<file path="config.mk">
export PLATFORM = sky130hd
export DESIGN_NAME = multilevel_priority_fifo_queue
export DESIGN_NICKNAME = d
export VERILOG_FILES = /design/src/rtl/core/mfq_pkg.sv /design/src/rtl/core/mfq_ram.sv /design/src/rtl/core/multilevel_priority_fifo_queue.sv
export SDC_FILE = /design/constraint.sdc
export NUM_CORES = 2
export LEC_CHECK = 0
export BUFFER_PORTS_ARGS = -buffer_cell sky130_fd_sc_hd__buf_2
export CORE_MARGIN = 2
export CORE_UTILIZATION = 56
export CTS_BUF_LIST = sky130_fd_sc_hd__clkbuf_8
export DETAILED_ROUTE_END_ITERATION = 10
export PLACE_DENSITY = 0.72
export REMOVE_ABC_BUFFERS = 1
export SLEW_MARGIN = 20
export SYNTH_ARGS = -nofsm -noshare
export SYNTH_HDL_FRONTEND = slang
export SYNTH_SLANG_ARGS = --single-unit
</file>
<file path="constraint.sdc">
create_clock -name clk -period 13.5 [get_ports clk]
set_input_delay 1.35 -clock clk [delete_from_list [all_inputs] [get_ports clk]]
set_output_delay 1.35 -clock clk [all_outputs]
set_load 0.1 [all_outputs]
</file>
<file path="src/rtl/core/mfq_pkg.sv">
// Package for the multilevel priority FIFO queue.
// Holds the request and response types, operation and status codes, sequencer states
// and parameter defaults. It has no dependencies.
`timescale 1ns / 1ps
`default_nettype none

package mfq_pkg;

	localparam int CAPACITY_DEF = 64;
	localparam int LEVELS_DEF   = 16;
	localparam int TAG_BITS_DEF = 32;

	localparam logic [2:0] FN_PUSH      = 3'd0;
	localparam logic [2:0] FN_POP       = 3'd1;
	localparam logic [2:0] FN_REMOVE    = 3'd2;
	localparam logic [2:0] FN_REMOVE_LV = 3'd3;
	localparam logic [2:0] FN_PEEK      = 3'd4;

	localparam logic [1:0] ST_OK       = 2'd0;
	localparam logic [1:0] ST_EMPTY    = 2'd1;
	localparam logic [1:0] ST_FULL     = 2'd2;
	localparam logic [1:0] ST_BAD_LVL  = 2'd3;

	typedef struct packed {
		logic [2:0]  func;
		logic [31:0] data_tag;
		logic [3:0]  level;
	} req_t;

	typedef struct packed {
		logic [1:0]  status;
		logic [31:0] data_out;
		logic [6:0]  item_total;
	} rsp_t;

	typedef enum logic [3:0] {
		S_IDLE,
		S_PUSH_WR,
		S_PUSH_LINK,
		S_POP_WR,
		S_WALK_LVL,
		S_WALK_CMP,
		S_UNLINK_FREE,
		S_DONE
	} state_t;

endpackage

`default_nettype wire

</file>
<file path="src/rtl/core/mfq_ram.sv">
// Generic single-write, single-read RAM with a registered read port.
// No dependencies.
`timescale 1ns / 1ps
`default_nettype none

module mfq_ram #(
	parameter int WIDTH = 8,
	parameter int DEPTH = 64
) (
	input  wire logic                     clk,
	input  wire logic                     we,
	input  wire logic [$clog2(DEPTH)-1:0] waddr,
	input  wire logic [WIDTH-1:0]         wdata,
	input  wire logic [$clog2(DEPTH)-1:0] raddr,
	output logic      [WIDTH-1:0]         rdata
);

	logic [WIDTH-1:0] mem_q [DEPTH];

	always_ff @(posedge clk) begin
		if (we) begin
			mem_q[waddr] <= wdata;
		end
		rdata <= mem_q[raddr];
	end

endmodule

`default_nettype wire

</file>
<file path="src/rtl/core/multilevel_priority_fifo_queue.sv">
// Top level of the multilevel priority FIFO queue: sequencer, level tables and free list.
// Depends on mfq_pkg and mfq_ram.
//
// Usage: a request on in_req (valid/ready) carries an operation, a tag and a level.
// Push appends the tag at its level, pop and peek return the oldest item of the
// lowest non-empty level, and remove deletes the first item in service order whose
// tag matches, in any level or in one level. Each request yields exactly one response
// on out_rsp (valid/ready) with status, data and the number of items held.
// The cfg channel writes top_level, the highest level that push and level remove accept.
// Push adds a link step when its level already holds items. Remove visits the levels
// in turn, compares the items one by one and frees a matched item in a further step, as
// the list walk reads one slot per cycle through the read port.
// One request is worked on at a time; in_ready is high only while the sequencer idles.
// A finished response waits in an output register, so a stalled receiver holds back
// only the completion of the following request.
// Reset empties every level and rebuilds the free list at once; no clearing pass runs.
`timescale 1ns / 1ps
`default_nettype none

module multilevel_priority_fifo_queue import mfq_pkg::*; #(
	parameter int CAPACITY = CAPACITY_DEF,
	parameter int LEVELS   = LEVELS_DEF,
	parameter int TAG_BITS = TAG_BITS_DEF
) (
	input  wire logic       clk,
	input  wire logic       arst_n,
	input  wire logic       in_valid,
	output logic            in_ready,
	input  wire req_t       in_req,
	output logic            out_valid,
	input  wire logic       out_ready,
	output rsp_t            out_rsp,
	input  wire logic       cfg_valid,
	output logic            cfg_ready,
	input  wire logic [3:0] cfg_data
);

	localparam int AW = $clog2(CAPACITY);
	localparam int PW = $clog2(CAPACITY + 1);
	localparam int LW = $clog2(LEVELS);
	localparam int TW = (TAG_BITS < 32) ? TAG_BITS : 32;
	localparam logic [PW-1:0] NIL = PW'(CAPACITY);
	localparam logic [LW-1:0] LAST_LVL = LW'(LEVELS - 1);

	state_t state_q, state_d;

	logic [3:0]    top_q;
	logic [PW-1:0] head_q [LEVELS];
	logic [PW-1:0] tail_q [LEVELS];
	logic [PW-1:0] free_head_q;
	logic [PW-1:0] wm_q;
	logic [PW-1:0] count_q;
	logic [2:0]    op_q;
	logic [TW-1:0] tag_q;
	logic [LW-1:0] lvl_q;
	logic [PW-1:0] cur_q;
	logic [PW-1:0] prev_q;
	logic          fresh_q;
	logic [1:0]    status_q;
	logic [TW-1:0] data_q;
	logic          out_valid_q;
	rsp_t          out_q;

	logic          tag_we, link_we;
	logic [AW-1:0] raddr, link_waddr;
	logic [PW-1:0] link_wdata;
	logic [TW-1:0] tag_rdata;
	logic [PW-1:0] link_rdata;
	logic [PW-1:0] link_val;

	logic          accept;
	logic          lv_bad;
	logic [LW-1:0] in_lvl;
	logic [TW-1:0] in_tag;
	logic          any_ne;
	logic [LW-1:0] first_lvl;
	logic [LEVELS-1:0] head_ne, tail_ne;
	logic          tag_hit;
	logic          last_lvl;
	logic          out_free;

	mfq_ram #(.WIDTH(TW), .DEPTH(CAPACITY)) u_tag_ram (
		.clk   (clk),
		.we    (tag_we),
		.waddr (cur_q[AW-1:0]),
		.wdata (tag_q),
		.raddr (raddr),
		.rdata (tag_rdata)
	);

	mfq_ram #(.WIDTH(PW), .DEPTH(CAPACITY)) u_link_ram (
		.clk   (clk),
		.we    (link_we),
		.waddr (link_waddr),
		.wdata (link_wdata),
		.raddr (raddr),
		.rdata (link_rdata)
	);

	assign in_ready  = (state_q == S_IDLE);
	assign accept    = in_valid && in_ready;
	assign cfg_ready = 1'b1;
	assign out_valid = out_valid_q;
	assign out_rsp   = out_q;
	assign out_free  = !out_valid_q || out_ready;

	assign in_lvl  = LW'(in_req.level);
	assign in_tag  = in_req.data_tag[TW-1:0];
	assign lv_bad  = (in_req.level > top_q) || (32'(in_req.level) >= 32'(LEVELS));
	assign tag_hit = (tag_rdata == tag_q);
	assign last_lvl = (lvl_q == LAST_LVL);
	assign link_val = fresh_q ? PW'(cur_q + 1'b1) : link_rdata;

	always_comb begin
		any_ne    = 1'b0;
		first_lvl = '0;
		for (int i = 0; i < LEVELS; i++) begin
			head_ne[i] = (head_q[i] != NIL);
			tail_ne[i] = (tail_q[i] != NIL);
			if (!any_ne && head_ne[i]) begin
				any_ne    = 1'b1;
				first_lvl = LW'(i);
			end
		end
	end

	always_comb begin
		state_d = state_q;
		unique case (state_q)
			S_IDLE: begin
				if (accept) begin
					priority if (in_req.func == FN_PUSH) begin
						state_d = (lv_bad || count_q == PW'(CAPACITY)) ? S_DONE : S_PUSH_WR;
					end else if (in_req.func == FN_POP || in_req.func == FN_PEEK) begin
						state_d = any_ne ? S_POP_WR : S_DONE;
					end else if (in_req.func == FN_REMOVE) begin
						state_d = S_WALK_LVL;
					end else if (in_req.func == FN_REMOVE_LV) begin
						state_d = lv_bad ? S_DONE : S_WALK_LVL;
					end else begin
						state_d = S_DONE;
					end
				end
			end
			S_PUSH_WR:     state_d = (tail_q[lvl_q] != NIL) ? S_PUSH_LINK : S_DONE;
			S_PUSH_LINK:   state_d = S_DONE;
			S_POP_WR:      state_d = S_DONE;
			S_WALK_LVL: begin
				if (head_q[lvl_q] != NIL) begin
					state_d = S_WALK_CMP;
				end else if (!(op_q == FN_REMOVE && !last_lvl)) begin
					state_d = S_DONE;
				end
			end
			S_WALK_CMP: begin
				priority if (tag_hit) begin
					state_d = S_UNLINK_FREE;
				end else if (link_rdata != NIL) begin
					state_d = S_WALK_CMP;
				end else if (op_q == FN_REMOVE && !last_lvl) begin
					state_d = S_WALK_LVL;
				end else begin
					state_d = S_DONE;
				end
			end
			S_UNLINK_FREE: state_d = S_DONE;
			S_DONE:        state_d = out_free ? S_IDLE : S_DONE;
			default:       state_d = S_IDLE;
		endcase
	end

	always_comb begin
		tag_we     = 1'b0;
		link_we    = 1'b0;
		link_waddr = cur_q[AW-1:0];
		link_wdata = NIL;
		raddr      = cur_q[AW-1:0];
		unique case (state_q)
			S_IDLE: begin
				raddr = (in_req.func == FN_PUSH) ? free_head_q[AW-1:0]
				                                 : head_q[first_lvl][AW-1:0];
			end
			S_PUSH_WR: begin
				tag_we  = 1'b1;
				link_we = 1'b1;
			end
			S_PUSH_LINK: begin
				link_we    = 1'b1;
				link_waddr = tail_q[lvl_q][AW-1:0];
				link_wdata = cur_q;
			end
			S_POP_WR: begin
				link_we    = (op_q == FN_POP);
				link_wdata = free_head_q;
			end
			S_WALK_LVL: begin
				raddr = head_q[lvl_q][AW-1:0];
			end
			S_WALK_CMP: begin
				raddr      = link_rdata[AW-1:0];
				link_we    = tag_hit && (prev_q != NIL);
				link_waddr = prev_q[AW-1:0];
				link_wdata = link_rdata;
			end
			S_UNLINK_FREE: begin
				link_we    = 1'b1;
				link_wdata = free_head_q;
			end
			S_DONE: begin
			end
			default: begin
			end
		endcase
	end

	always_ff @(posedge clk or negedge arst_n) begin
		if (!arst_n) begin
			state_q     <= S_IDLE;
			top_q       <= 4'd15;
			free_head_q <= '0;
			wm_q        <= '0;
			count_q     <= '0;
			out_valid_q <= 1'b0;
			for (int i = 0; i < LEVELS; i++) begin
				head_q[i] <= NIL;
				tail_q[i] <= NIL;
			end
		end else begin
			state_q <= state_d;
			if (cfg_valid) begin
				top_q <= cfg_data;
			end
			if (state_q == S_DONE && out_free) begin
				out_valid_q <= 1'b1;
			end else if (out_ready) begin
				out_valid_q <= 1'b0;
			end
			unique case (state_q)
				S_IDLE: begin
				end
				S_PUSH_WR: begin
					free_head_q <= link_val;
					if (cur_q == wm_q) begin
						wm_q <= PW'(wm_q + 1'b1);
					end
					if (tail_q[lvl_q] == NIL) begin
						head_q[lvl_q] <= cur_q;
						tail_q[lvl_q] <= cur_q;
						count_q       <= PW'(count_q + 1'b1);
					end
				end
				S_PUSH_LINK: begin
					tail_q[lvl_q] <= cur_q;
					count_q       <= PW'(count_q + 1'b1);
				end
				S_POP_WR: begin
					if (op_q == FN_POP) begin
						head_q[lvl_q] <= link_rdata;
						if (tail_q[lvl_q] == cur_q) begin
							tail_q[lvl_q] <= NIL;
						end
						free_head_q <= cur_q;
						count_q     <= PW'(count_q - 1'b1);
					end
				end
				S_WALK_CMP: begin
					if (tag_hit) begin
						if (prev_q == NIL) begin
							head_q[lvl_q] <= link_rdata;
						end
						if (tail_q[lvl_q] == cur_q) begin
							tail_q[lvl_q] <= prev_q;
						end
						count_q <= PW'(count_q - 1'b1);
					end
				end
				S_UNLINK_FREE: begin
					free_head_q <= cur_q;
				end
				S_DONE: begin
				end
				default: begin
				end
			endcase
		end
	end

	always_ff @(posedge clk) begin
		unique case (state_q)
			S_IDLE: begin
				if (accept) begin
					op_q   <= in_req.func;
					tag_q  <= in_tag;
					data_q <= '0;
					if (in_req.func == FN_POP || in_req.func == FN_PEEK) begin
						lvl_q    <= first_lvl;
						cur_q    <= head_q[first_lvl];
						fresh_q  <= 1'b0;
						status_q <= any_ne ? ST_OK : ST_EMPTY;
					end else begin
						lvl_q   <= (in_req.func == FN_REMOVE) ? '0 : in_lvl;
						cur_q   <= free_head_q;
						fresh_q <= (free_head_q >= wm_q);
						priority if (in_req.func == FN_PUSH && lv_bad) begin
							status_q <= ST_BAD_LVL;
						end else if (in_req.func == FN_PUSH && count_q == PW'(CAPACITY)) begin
							status_q <= ST_FULL;
						end else if (in_req.func == FN_REMOVE_LV && lv_bad) begin
							status_q <= ST_BAD_LVL;
						end else begin
							status_q <= ST_OK;
						end
					end
				end
			end
			S_POP_WR: begin
				data_q <= tag_rdata;
			end
			S_WALK_LVL: begin
				prev_q  <= NIL;
				cur_q   <= head_q[lvl_q];
				fresh_q <= 1'b0;
				if (head_q[lvl_q] == NIL) begin
					if (op_q == FN_REMOVE && !last_lvl) begin
						lvl_q <= LW'(lvl_q + 1'b1);
					end else begin
						status_q <= ST_EMPTY;
					end
				end
			end
			S_WALK_CMP: begin
				if (!tag_hit) begin
					prev_q <= cur_q;
					cur_q  <= link_rdata;
					if (link_rdata == NIL) begin
						if (op_q == FN_REMOVE && !last_lvl) begin
							lvl_q <= LW'(lvl_q + 1'b1);
						end else begin
							status_q <= ST_EMPTY;
						end
					end
				end
			end
			S_DONE: begin
				if (out_free) begin
					out_q.status     <= status_q;
					out_q.data_out   <= 32'(data_q);
					out_q.item_total <= 7'(count_q);
				end
			end
			default: begin
			end
		endcase
	end

`ifndef SYNTHESIS
	a_count_range: assert property (@(posedge clk) disable iff (!arst_n)
		count_q <= PW'(CAPACITY))
		else $error("Held count exceeds the capacity.");

	a_empty_levels: assert property (@(posedge clk) disable iff (!arst_n)
		(count_q == '0) == (head_ne == '0))
		else $error("Held count disagrees with the level heads.");

	a_head_tail: assert property (@(posedge clk) disable iff (!arst_n)
		head_ne == tail_ne)
		else $error("A level has a head without a tail or the reverse.");

	a_free_list: assert property (@(posedge clk) disable iff (!arst_n)
		(state_q == S_IDLE) |-> ((free_head_q == NIL) == (count_q == PW'(CAPACITY))))
		else $error("Free list state disagrees with the held count.");
`endif

endmodule

`default_nettype wire
</file>
Word level (Yosys, flattened, before mapping)
Memories as Yosys holds them, arrays and structs flattened. A register that Yosys moved wholly into a read port is not among the register bits. Index checks and enable logic that the tools add are counted.

Reduce and logical (&&, ||, !) cells: 69. Muxes and demuxes: 122. Equal/unequal tests: 53. Bitwise logic cells: 5. $add $sub $neg: 5. $lt $le $gt $ge: 5.

Operators by type and width (count): 2-to-1 mux 112 bit (9); bitwise mux 112 bit (4); case mux 112 bit (4 select lines) (1); case mux 112 bit (3 select lines) (1); != test 7 bit (second input constant) (20); 2-to-1 mux 7 bit (16); AND 96 bit (1); inverter 96 bit (1); 2-to-1 mux 4 bit (23); binary-select mux 7 bit (select 4 bit) (3); case mux 32 bit (2 select lines) (1); case mux 7 bit (3 select lines) (3); equality test 7 bit (second input constant) (5); equality test 32 bit (1); 2-to-1 mux 2 bit (16); 2-to-1 mux 32 bit (1); demux 7 bit (select 4 bit) (1); case mux 7 bit (4 select lines) (1); 2-to-1 mux 1 bit (27); case mux 4 bit (6 select lines) (1); logical AND 1 bit (23); adder 7 x 1 -> 7 bit (second input constant) (3); 2-to-1 mux 3 bit (6); != test 2 bit (second input constant) (9); other kinds (40) (82).

RAM bits: 2496. Logic and storage cells: 310. Flip-flop bits (word level): 383. Input bits: 48. Memories kept: 2.

Memory list: u_tag_ram.mem_q (words 64, width 32, rd ports 1, clocked after memory_dff 1, write ports 1, RTL line mfq_ram.sv:18) `logic [WIDTH-1:0] mem_q [DEPTH];`; u_link_ram.mem_q (words 64, width 7, rd ports 1, clocked after memory_dff 1, write ports 1, RTL line mfq_ram.sv:18).

Longest topological paths before layout
Depth after elaboration: 54. Depth in mapped cells: 22.

Hierarchy
Synthesis repeated with hierarchy kept, for this count alone.

Cells, all modules: 5728. Area total of the unflattened synthesis: 116565.5 µm².

Modules (own cells, without submodules): mfq_ram at u_tag_ram (instances 1, area each 78515.3 µm², cells each 3324); multilevel_priority_fifo_queue (instances 1, area each 20377.0 µm², cells each 1567); mfq_ram at u_link_ram (instances 1, area each 17673.2 µm², cells each 837).

Worst setup path before layout
OpenSTA, ideal clock, no wires.

Kind: reg2reg. Start point: register state_q[0]. End point: memory u_link_ram.mem_q[0][1] (netlist name) (data pin). Setup time: 702 ps. Slack: 8181 ps. Stages on the path, launching flop included: 8. Arrival: 4618 ps. Path through: dfrtp_1 buf_1 clkbuf_1 clkbuf_1 buf_1 clkbuf_1 mux2i_1 o21ai_0.

Word-level cells in the longest chain between the ends: 3.

Ends and longest elaborated chain: from (decl) (RTL line multilevel_priority_fifo_queue.sv:45) `state_t state_q, state_d;`; from (signal assigned) (RTL line multilevel_priority_fifo_queue.sv:229) `state_q <= state_d;`; equality test 4 x 2 -> 1 bit or equality test 4 x 3 -> 1 bit (tied branches) (RTL line multilevel_priority_fifo_queue.sv:178) `unique case (state_q)`; OR reduction 2 bit (no line); case mux 7 bit (3 select lines) (*) (RTL line multilevel_priority_fifo_queue.sv:178); named net link_wdata[1] (RTL line multilevel_priority_fifo_queue.sv:66) `logic [PW-1:0] link_wdata;`; to (decl) (RTL line mfq_ram.sv:18).

Mark *: on every way through the listed nets, which the timed path passes. The rest lies on a longest branch.

Final worst setup path
Start point: register lvl_q[0]. End point: register u_tag_ram.rdata[20] (read register of u_tag_ram.mem_q).

Word-level cells in the longest chain between the ends: 5.

Ends and longest elaborated chain: from (decl) (RTL line multilevel_priority_fifo_queue.sv:55) `logic [LW-1:0] lvl_q;`; from (signal assigned) (RTL line multilevel_priority_fifo_queue.sv:296) `lvl_q <= first_lvl;`; from (signal assigned) (RTL line multilevel_priority_fifo_queue.sv:301) `lvl_q <= (in_req.func == FN_REMOVE) ? '0 : in_lvl;`; from (signal assigned) (RTL line multilevel_priority_fifo_queue.sv:325) `lvl_q <= LW'(lvl_q + 1'b1);`; inverter 4 -> 5 bit (implied by the code) (RTL line multilevel_priority_fifo_queue.sv:197) `raddr = head_q[lvl_q][AW-1:0];`; binary-select mux 7 bit (select 4 bit) (RTL line multilevel_priority_fifo_queue.sv:197); 2-to-1 mux 7 bit (2 in series); case mux 6 bit (3 select lines) (RTL line multilevel_priority_fifo_queue.sv:178); to (decl) (RTL line mfq_ram.sv:15) `output logic [WIDTH-1:0] rdata`.

Every way passes these cells. The select of a mux whose other input is x is not followed. A chain may end at the register's enable or synchronous reset.

==> flow_metrics.py <==
metrics = {
    "timing": {
        "worst_pin_slew_ps": 1230,
        "worst_slack_ps": 5720,
        "setup_violations": 0,
        "slew_violations": 0,
        "max-slew-margin-rel": 0.174,
        "whs_ps": 222,
        "finClkSkew_ps": 121,
        "hold_violations": 0,
        "min_period_ps": 7780,
        "fmax_mhz": 129,
        "rsz0062_at_grt": "false",
        "finalCritPeriodShare": 0.576,
    },
    "power": {
        "power_leakage_uw": 0.0444,
        "peakVddDrop_v": 0.000125,
        "power_density_nw_per_um2": 128,
        "total_power_uw": 16700,
    },
    "final_layout": {
        "area_delta_synth_final_pct": 10.4,
        "final_cell_mix": "edfxtp_1, nand2_1, nand3_1",
        "utilization": 0.623,
        "final_common_cell": "edfxtp_1",
        "nets": 8729,
        "drive_gt1_frac": 0.148,
        "n_fill_cell": 15100,
        "fin_area_um2": 131000,
    },
    "detailed_routing": {
        "vias": 77800,
        "drt_iter0_drc": 13000,
        "ant_nets": 0,
        "wire_per_inst_um": 30.3,
        "viasPerCell": 6.57,
        "first_pass_iters": 7,
        "drc": 0,
        "wl_um": 359000,
    },
    "setup_path": {
        "worstSetupStartpointType": "flip-flop",
        "cp.arrival_ps": 8810,
        "reg2reg_slack_ps": 5720,
        "critPathMostFrequentCell": "mux4_2",
        "slowest_stage": "edfxtp_1",
        "crit_chain": "buf_4 -> mux4_2 -> mux4_2 -> mux2i_1 -> nor2_1 -> a211oi_1 -> o21ai_0 -> a31oi_4 -> a21o_4 -> buf_12 -> buf_4 -> mux4_2 -> a22oi_1 -> o2111ai_1 -> a2111o_1",
        "crit_fanout": 142,
        "max_stage_delay_ps": 1010,
        "criticalPathCategory": "flip-flop to flip-flop",
        "reg2reg_depth": 15,
        "cp.required_ps": 14530,
        "worstSetupEndpointType": "flip-flop",
    },
    "cts": {
        "cts_hold_buf": 0,
        "cts_tree": "done",
        "htree_levels": 5,
        "ctsResizeCount": 0,
        "insertion_delay_ps": 1170,
        "cts_made_buffers": 449,
        "cts.sinks": 2917,
        "clockBufferDepth": 4,
        "cts.clk_slew.worst_paths_ps": 60,
        "postCtsSetupBuffers": 0,
        "cts_root_buf": "clkbuf_8",
    },
    "synthesis": {
        "synth_edf_count": 2625,
        "async_reset_ff_frac": 0.0867,
        "ys_types": 102,
        "ys_warn_count": 0,
        "syn_avg_cell_area_um2": 14.1,
        "ys_ff_latch": 2917,
        "yosysSeqAreaShare": 0.725,
        "yosys_most_used_dff": "edfxtp_1",
        "netlist_area_um2": 119000,
        "syn_inst": 8420,
    },
    "place": {
        "io_buffers": 90,
        "dp_hpwl_um": 203000,
        "gp_congestion": 0.922,
        "pre_cts_ws_ps": 5570,
        "placed_area_um2": 122000,
    },
    "floorplan": {
        "start_util": 0.565,
        "core_area_um2": 210000,
        "dieArea_um2": 215000,
        "rows": 168,
        "pin_count": 92,
        "die_w_um": 464,
        "die_h_um": 464,
    },
    "worst_hold_path": {
        "worstHoldPathType": "primary input to asynchronous set/reset pin",
    },
    "global_route": {
        "antenna_found_initial": 29,
        "grt_pass1_vias": 73800,
        "grt_pass1_wl_um": 512000,
        "grt_use_total": 0.328,
        "grt_max_degree": 169,
        "grt-ovfl-total": 0,
    },
    "job": {
        "drv_cap": 0,
    },
    "run_status": {
        "status": "completed",
    },
}
==> cell families after synthesis <==
kind of cell	count (synthesis)	share of synthesized area
other	1	0.0000316
buffers and inverters	571	0.0247
adders and majority gates	23	0.00249
DFF	2917	0.725
AOI/OAI and AO/OA	1033	0.0582
and+or+nand+nor	3457	0.128
xor gates and xnor gates	64	0.00473
muxes	354	0.0565
==> state kept, by name, indices dropped and copies added (netlist names) <==
signal,cells
out_rsp,41
u_tag_ram.mem_q,2048
cur_q,7
prev_q,7
state_q,3
top_q,4
free_head_q,7
fresh_q,1
lvl_q,4
status_q,2
tag_q,32
u_link_ram.mem_q,448
count_q,7
u_tag_ram.rdata,32
wm_q,7
head_q,112
out_valid,1
u_link_ram.rdata,7
data_q,32
op_q,3
tail_q,112
==> critical path: cells and delay by family, from the launching register on <==
kind | cells | cell delay [ps]
muxes | 4 | 1860
and+or+nand+nor | 1 | 100
AOI/OAI and AO/OA | 7 | 2480
DFF | 1 | 1010
buffers and inverters | 3 | 2080
==> synth_stat cells, types with 21 or more instances <==
master / instances / area (um2)
mux2i_1: 91 / 911
a31oi_1: 179 / 1120
mux4_2: 238 / 5360
clkbuf_1: 218 / 818
buf_1: 28 / 105
a311oi_1: 36 / 315
edfxtp_1: 2625 / 78800
a32o_1: 29 / 290
dfstp_2: 36 / 946
nand2_1: 1986 / 7450
dfxtp_1: 39 / 781
buf_6: 32 / 360
buf_2: 192 / 961
and3_1: 226 / 1410
a22oi_1: 72 / 541
a32oi_1: 40 / 350
xnor2_1: 57 / 499
nand4_1: 82 / 513
nor3_1: 60 / 300
a211oi_1: 25 / 188
o22ai_1: 25 / 156
nand3_1: 623 / 3120
a21oi_1: 249 / 1250
ha_1: 22 / 275
nor2_1: 335 / 1260
buf_4: 69 / 518
a221oi_1: 31 / 272
inv_1: 29 / 109
dfrtp_1: 217 / 5430
o21ai_0: 181 / 906
nor2b_1: 21 / 131
==> worst paths after layout <==
path | to | from
worst max-delay path | u_tag_ram.rdata[20] | lvl_q[0]
worst min-delay path | state_q[2] | arst_n
worst max register to register | u_tag_ram.rdata[20] | lvl_q[0]
worst min register to register | out_rsp[40] | status_q[1]
max in group asynchronous | head_q[92] | arst_n
min in group clk | out_rsp[40] | status_q[1]
==> layer usage <==
metal / GRT usage / routed length [um] / vias to the layer above
met5: 0 / 132 / -
met4: 0.162 / 20100 / 20
met3: 0.0996 / 53200 / 1049
met2: 0.480 / 158000 / 5998
met1: 0.450 / 128000 / 38500
li1: - / - / 32200
==> where the power goes <==
part	switching, uW	total (uW)	internal [uW]
registers	0.402	9710	9700
clock network	3370	6950	3580
logic	27.2	38.1	10.9
total	3390	16700	13300
==> final cells by class <==
type	count	area [um2]	share of cell area
clock buffer	501	6900	0.0527
multi-input combinational	4932	30400	0.232
sequential	2917	86000	0.657
clock inverter	309	1530	0.0116
antenna	11	27.5	0.000210
timing repair buffer	329	2440	0.0186
tap	2805	3510	0.0268
inverter	29	109	0.000831
==> per-stage QoR <==
stage	setup TNS, ps	cells
4_1_cts	0	11800
3_5_place_dp	0	11000
3_3_place_gp	0	11000
6_report	0	11800
2_1_floorplan	-335580	7878
5_1_grt	0	11800
(Power assumes the default switching activity.)
